===== src/hdl/ohtab_pkg.sv =====
`timescale 1ns / 1ps
// ----------------------------------------------------------------------------
// ohtab_pkg
// Shared constants, types and helpers for the object id hash table.
// ----------------------------------------------------------------------------
package ohtab_pkg;

    localparam int TABLE_DEPTH = 1024;
    localparam int IDX_W       = $clog2(TABLE_DEPTH);
    localparam int SIZE_W      = 11;
    localparam int KEY_W       = 31;
    localparam int ENTRY_W     = 10;
    localparam int ID_W        = 32;

    // slot row: used, entry, id1, id0, id2, manager
    localparam int ROW_W       = 1 + ENTRY_W + 4 * ID_W;
    localparam int ROW_USED    = ROW_W - 1;
    localparam int ROW_ENT_LSB = 4 * ID_W;

    localparam logic [1:0] ACT_CLEAR  = 2'd0;
    localparam logic [1:0] ACT_INSERT = 2'd1;
    localparam logic [1:0] ACT_LOOKUP = 2'd2;

    localparam logic [1:0] STATUS_DONE = 2'd0;
    localparam logic [1:0] STATUS_MISS = 2'd1;
    localparam logic [1:0] STATUS_FULL = 2'd2;

    localparam logic [SIZE_W-1:0] SIZE_RESET = SIZE_W'(617);

    typedef enum logic [4:0] {
        ST_IDLE  = 5'b00001,
        ST_CLEAR = 5'b00010,
        ST_HASH  = 5'b00100,
        ST_READ  = 5'b01000,
        ST_CHECK = 5'b10000
    } state_t;

    typedef enum logic [1:0] {
        RES_DONE  = 2'd0,
        RES_FOUND = 2'd1,
        RES_MISS  = 2'd2,
        RES_FULL  = 2'd3
    } res_code_t;

    typedef struct packed {
        logic      load;
        logic      clr_step;
        logic      hash_step;
        logic      probe_next;
        logic      slot_wr;
        logic      res_valid;
        res_code_t res_code;
    } cmd_t;

    typedef struct packed {
        logic [1:0] action;
        logic       clr_last;
        logic       div_last;
        logic       slot_used;
        logic       slot_match;
        logic       probe_last;
    } sts_t;

    // magnitude of a signed word, most negative value saturates
    function automatic logic [KEY_W-1:0] magnitude(input logic [ID_W-1:0] w);
        logic [ID_W-1:0] n;
        begin
            n = ~w + 32'd1;
            if (w == 32'h8000_0000)
                magnitude = 31'h7FFF_FFFF;
            else if (w[ID_W-1])
                magnitude = n[KEY_W-1:0];
            else
                magnitude = w[KEY_W-1:0];
        end
    endfunction

endpackage


===== src/hdl/ohtab_ctrl.sv =====
`timescale 1ns / 1ps
// ----------------------------------------------------------------------------
// ohtab_ctrl
// Sequencer: clearing pass, bit-serial hash, linear probe loop.
// ----------------------------------------------------------------------------
module ohtab_ctrl (
    input  logic              clk,
    input  logic              rst_n,
    input  logic              start,
    input  logic [1:0]        action,
    input  ohtab_pkg::sts_t   sts,
    output ohtab_pkg::cmd_t   cmd,
    output logic              busy
);

    ohtab_pkg::state_t state_reg, state_next;
    logic init_reg, init_next;

    always_ff @(posedge clk or negedge rst_n)
    begin
        if (!rst_n)
        begin
            state_reg <= ohtab_pkg::ST_CLEAR;
            init_reg  <= 1'b1;
        end
        else
        begin
            state_reg <= state_next;
            init_reg  <= init_next;
        end
    end

    always_comb
    begin
        state_next = state_reg;
        init_next  = init_reg;
        cmd        = '0;
        cmd.res_code = ohtab_pkg::RES_DONE;
        case (state_reg)
            ohtab_pkg::ST_IDLE:
            begin
                if (start)
                begin
                    cmd.load = 1'b1;
                    case (action)
                        ohtab_pkg::ACT_CLEAR:  state_next = ohtab_pkg::ST_CLEAR;
                        ohtab_pkg::ACT_INSERT: state_next = ohtab_pkg::ST_HASH;
                        ohtab_pkg::ACT_LOOKUP: state_next = ohtab_pkg::ST_HASH;
                        default:
                        begin
                            // unused code: answer at once
                            cmd.res_valid = 1'b1;
                        end
                    endcase
                end
            end
            ohtab_pkg::ST_CLEAR:
            begin
                cmd.clr_step = 1'b1;
                if (sts.clr_last)
                begin
                    state_next    = ohtab_pkg::ST_IDLE;
                    init_next     = 1'b0;
                    cmd.res_valid = !init_reg;
                end
            end
            ohtab_pkg::ST_HASH:
            begin
                cmd.hash_step = 1'b1;
                if (sts.div_last)
                    state_next = ohtab_pkg::ST_READ;
            end
            ohtab_pkg::ST_READ:
            begin
                state_next = ohtab_pkg::ST_CHECK;
            end
            ohtab_pkg::ST_CHECK:
            begin
                state_next = ohtab_pkg::ST_IDLE;
                if (sts.action == ohtab_pkg::ACT_INSERT)
                begin
                    if (!sts.slot_used)
                    begin
                        cmd.slot_wr   = 1'b1;
                        cmd.res_valid = 1'b1;
                    end
                    else if (sts.probe_last)
                    begin
                        cmd.res_valid = 1'b1;
                        cmd.res_code  = ohtab_pkg::RES_FULL;
                    end
                    else
                    begin
                        cmd.probe_next = 1'b1;
                        state_next     = ohtab_pkg::ST_READ;
                    end
                end
                else
                begin
                    if (!sts.slot_used || (sts.probe_last && !sts.slot_match))
                    begin
                        cmd.res_valid = 1'b1;
                        cmd.res_code  = ohtab_pkg::RES_MISS;
                    end
                    else if (sts.slot_match)
                    begin
                        cmd.res_valid = 1'b1;
                        cmd.res_code  = ohtab_pkg::RES_FOUND;
                    end
                    else
                    begin
                        cmd.probe_next = 1'b1;
                        state_next     = ohtab_pkg::ST_READ;
                    end
                end
            end
            default:
            begin
                state_next = ohtab_pkg::ST_IDLE;
            end
        endcase
    end

    assign busy = (state_reg != ohtab_pkg::ST_IDLE);

endmodule


===== config.mk =====
export PLATFORM = sky130hd
export DESIGN_NAME = ohtab_ctrl
export DESIGN_NICKNAME = d
export VERILOG_FILES = /design/src/hdl/ohtab_pkg.sv /design/src/hdl/ohtab_ctrl.sv
export SDC_FILE = /design/constraint.sdc
export NUM_CORES = 1
export LEC_CHECK = 0
export ABC_AREA = 1
export BUFFER_PORTS_ARGS = -buffer_cell sky130_fd_sc_hd__buf_4
export CAP_MARGIN = 20
export CORE_AREA = 2 2 39 41
export CTS_CLUSTER_SIZE = 12
export DETAILED_ROUTE_END_ITERATION = 7
export DIE_AREA = 0 0 41 43
export GPL_TIMING_DRIVEN = 0
export PLACE_DENSITY = 0.64
export SLEW_MARGIN = 40
export SYNTH_ARGS = -nofsm -noshare
export SYNTH_HDL_FRONTEND = slang
export SYNTH_SLANG_ARGS = --single-unit

===== constraint.sdc =====
create_clock -name clk -period 1.5 [get_ports clk]
set_input_delay 0.225 -clock clk [delete_from_list [all_inputs] [get_ports clk]]
set_output_delay 0.225 -clock clk [all_outputs]
set_load 0.005 [all_outputs]

==> Word-level counts from Yosys, hierarchy flattened <==
Cells that the tools add are included.
{ "op_classes": {"n_eq_ne": 13, "reduce_logical": 10, "muxes": 33} }
{ "op_table": {"columns": ["operator", "count"], "rows": [
  ["$mux 5", 5],
  ["$pmux 5 s5", 1],
  ["$mux 1", 15],
  ["$mux 3", 4],
  ["$mux 4", 3],
  ["$pmux 5 s2", 1],
  ["$mux 2", 3],
  ["$ne 2x2->1 const B", 3],
  ["$eq 5x1->1 const B", 1],
  ["$eq 5x2->1 const B", 1],
  ["$eq 5x3->1 const B", 1],
  ["$eq 5x4->1 const B", 1],
  ["$eq 5x5->1 const B", 1],
  ["$ne 5x1->1 const B", 1],
  ["$eq 2x1->1 const B", 2],
  ["$reduce_and 4->1", 1],
  ["$logic_not 1->1", 3],
  ["$ne 3x2->1 const B", 1],
  ["$pmux 1 s3", 1],
  ["$reduce_or 3->1", 1],
  ["$eq 2x2->1 const B", 1],
  ["$logic_not 2->1", 1],
  ["$reduce_and 2->1", 1],
  ["$reduce_or 2->1", 1],
  ["2 further kinds", 2]
]} }
{ "word_totals": {"reg_bits": 6, "in_bits": 12, "out_inout_bits": 9} }

==> Logic depth before layout (Yosys ltp) <==
{ "depth": {"ltp_word": 6, "depth_mapped": 7, "mapped_depth_nobuf": 7} }

==> Worst setup path before layout <==
No wires, ideal clock.
{ "synth_timing": {"path_kind": "flip-flop to output port", "from": "register state_reg[1]", "to": "output cmd[2] (netlist bit)", "arrival_time_ns": 0.974, "path_buffers": 0, "stages_incl_launch_ff": 7, "slack_ns": 0.301, "cell_sequence": "dfstp_2 > inv_1 > nor2_1 > nand2_1 > inv_1 > nand2_1 > nand3_1"} }
{ "synth_lines": {"columns": ["element", "line_no", "text"], "rows": [
  ["from (decl)", "ohtab_ctrl.sv:16", "ohtab_pkg::state_t state_reg, state_next;"],
  ["from (signal assigned)", "ohtab_ctrl.sv:23", "state_reg <= ohtab_pkg::ST_CLEAR;"],
  ["from (signal assigned)", "ohtab_ctrl.sv:28", "state_reg <= state_next;"],
  ["to (decl)", "ohtab_ctrl.sv:12", "output ohtab_pkg::cmd_t cmd,"]
]} }

==> reports/metrics.yaml <==
status: "finished, violations left"
violations: "setup timing"
drv_cap: 0
crit_fanout: 3
dp_slack_ns: 0.1447
p_int_w: 0.0006402
setup_slack_ns: -0.04961
reg2reg_slack_ns: 0.16
seq_power_share_pct: 26.1
diodes: 0
critPathLaunch: "state_reg[1]$_DFFE_PN1P_"
avgRoutedWirePerCell_um: 9.648
finalSetupViolCount: 5
drc: 0
fin_crit_sh_pct: 103.3
grt_pass1_vias: 507
drt_iter0_drc: 2
synthCells: 75
fin_util_pct: 58.68
htreeDepth: 1
cts.sinks: 6
io_pins: 21
end_kind: "output pin"
die_y_um: 43
avgSynthCellArea_um2: 6.523
min_path_type: "input pin to async pin"
gp_congestion: 0.8332
die-area_um2: 1763
ys_warn_count: 0
powerDensity_nw_per_um2: 1363
drtAntennaViolNets: 0
overflow: 0
start_util_pct: 35.35
grt_pass1_wl_um: 1890
combPwrFrac_pct: 59.7
grt_antenna_before_repair: 0
core_area_um2: 1384
worstPathRequired_ns: 1.27
switchingPower_w: 0.0004664
netlist_area_um2: 489.2
ys_ff_latch: 6
slew_violations: 0
tightest_slew_ns: 0.2631
syn_to_final_growth_pct: 65.98
grt_setup_unrepaired: "true"
layout_min_cycle_time_ns: 1.550
peakVddDrop_v: 0.001097
die_w_um: 41
maxClockFrequency_mhz: 645.3
hpwl_um: 878.1
dr.pass1.iters: 4
hold_viol: 0
largest_reg_flops: 5
cts_tree: "built"
cts_buffers: 3
root_buffer: "clkbuf_4"
worst_skew_pair.late_latency_ns: 0.24
power_frac_clock_pct: 14.2
synth.area.top_cells: "dfrtp_1 (20%), dfstp_2 (11%), inv_1 (11%)"
synth_top_area_share_pct: 20.46
r2r-start: "state_reg[1]$_DFFE_PN1P_"
yosysSeqAreaShare_pct: 31.20
grt_max_degree: 7
cts.path.max_buffers: 2
vias: 543
switching_share_pct: 42.15
worst_r2r_path_depth: 8
syn_nets: 88
skew_ns: 0.008089
drive_above_1_share_pct: 52.83
fin_nets: 120
path_clk_slew_ns: 0.05
worst_setup_path_start_kind: "flip-flop"
io_buffers: 20
via_per_inst: 4.451
power.leakage_nw: 0.4453
crit_type: "flip-flop to output pin"
crit_arrival_ns: 1.32
yosysTopAreaCell: "dfrtp_1"
fp-row-count: 14
synth_cell_type_count: 20
slew_headroom_pct: 82.46
grt_use_total_pct: 15.96
drt_wl_total_um: 1177
-- metal layers --
layer / part of all wire, % / wire length (um) / GRT usage [%] / vias up
li1: - / - / - / 292
met1: 45 / 527 / 20.74 / 236
met2: 51 / 599 / 23.13 / 15
met3: 4.2 / 49 / 3.141 / 0
met4: 0 / 0 / 10.00 / 0
met5: 0 / 0 / 0 / -
-- cell usage after synthesis --
library cell and count:
inv_1 14, nand2_1 14, nor2_1 13, nand3_1 5, dfrtp_1 4, o21ai_1 4, a21oi_1 3, inv_2 3
dfstp_2 2, nor2_2 2, nor2_4 2, clkinv_1 1, ha_1 1, nand3_2 1, nand3_4 1, nand4_1 1
nor3_1 1, nor3_2 1, o21ai_0 1, or2_0 1
-- worst max-delay path, stage by stage, from the launching register on --
cell and delay, ns:
dfstp_2 0.57, buf_4 0.13, nor2_4 0.04, nand3_4 0.07, nor2_4 0.04, nand2_1 0.05
nand3_1 0.07, buf_4 0.13
-- metrics by stage --
stage	cells	hold WS, ns	TNS (ns)	power (W)	instance area, um2
2_1_floorplan	75	-0.07059	0	0.0005843	489.2
3_3_place_gp	111	0.03117	0	0.0007381	659.4
6_report	122	0.3204	-0.1055	0.001107	812.0
4_1_cts	121	0.3115	-0.1189	0.001061	783.3
3_5_place_dp	111	0.03237	0	0.0007470	659.4
5_1_grt	122	0.3404	-0.5015	0.001214	812.0
-- logic make-up (layout without fill, tap and decap cells) --
kind of cell / Yosys count / in the layout / share of synthesized area (%)
AOI/OAI and AO/OA: 8 / 8 / 8.182
DFF: 6 / 6 / 31.20
buffers and inverters: 18 / 49 / 13.81
and+or+nand+nor: 42 / 42 / 44.25
adders and majority gates: 1 / 1 / 2.557
-- power groups by stage --
| stage | clock network, W | logic, W | registers, W |
|---|---|---|---|
| 2_1_floorplan | 0 | 0.000325 | 0.000259 |
| 3_3_place_gp | 0 | 0.000474 | 0.000264 |
| 3_5_place_dp | 0 | 0.000480 | 0.000267 |
| 4_1_cts | 0.000164 | 0.000618 | 0.000279 |
| 5_1_grt | 0.000172 | 0.000748 | 0.000294 |
| 6_report | 0.000157 | 0.000661 | 0.000289 |
-- area by class of cell --
| cell class | instances | area, um2 |
|---|---|---|
| fillers | 146 | 571.8 |
| flip-flops and latches | 6 | 156.4 |
| repair buffers | 27 | 205.2 |
| clock buffers | 4 | 26.28 |
| multi-input cells | 51 | 331.6 |
| inverters | 18 | 72.57 |
| well taps | 16 | 20.02 |
-- final timing paths --
kind                                            endpoint
min in group clk                    init_reg$_DFFE_PN1P_
worst min-delay path            state_reg[0]$_DFFE_PN0P_
max in group asynchronous       state_reg[1]$_DFFE_PN1P_
worst max-delay path                              cmd[2]
worst max register to register  state_reg[3]$_DFFE_PN0P_
worst min register to register      init_reg$_DFFE_PN1P_
-- layout by cell type (no fill, tap or decap), drive strengths merged --
master and n:
nand4 1, dfrtp 4, or2 1, nand2 14, ha 1, clkbuf 4
inv 17, nand3 7, a21oi 3, dfstp 2, dlygate4sd3 1, o21ai 5
buf 26, nor2 17, clkinv 1, nor3 2
-- repair_timing --
item | CTS | global route
setup buffers | 5 | 1
hold endpoints to repair | 6 | 0
hold buffers | 1 | 0
gates resized for setup | 14 | 9
pin swaps | 3 | 4
setup endpoints to repair | 4 | 7
No activity file was read; power rests on OpenSTA's default activity.
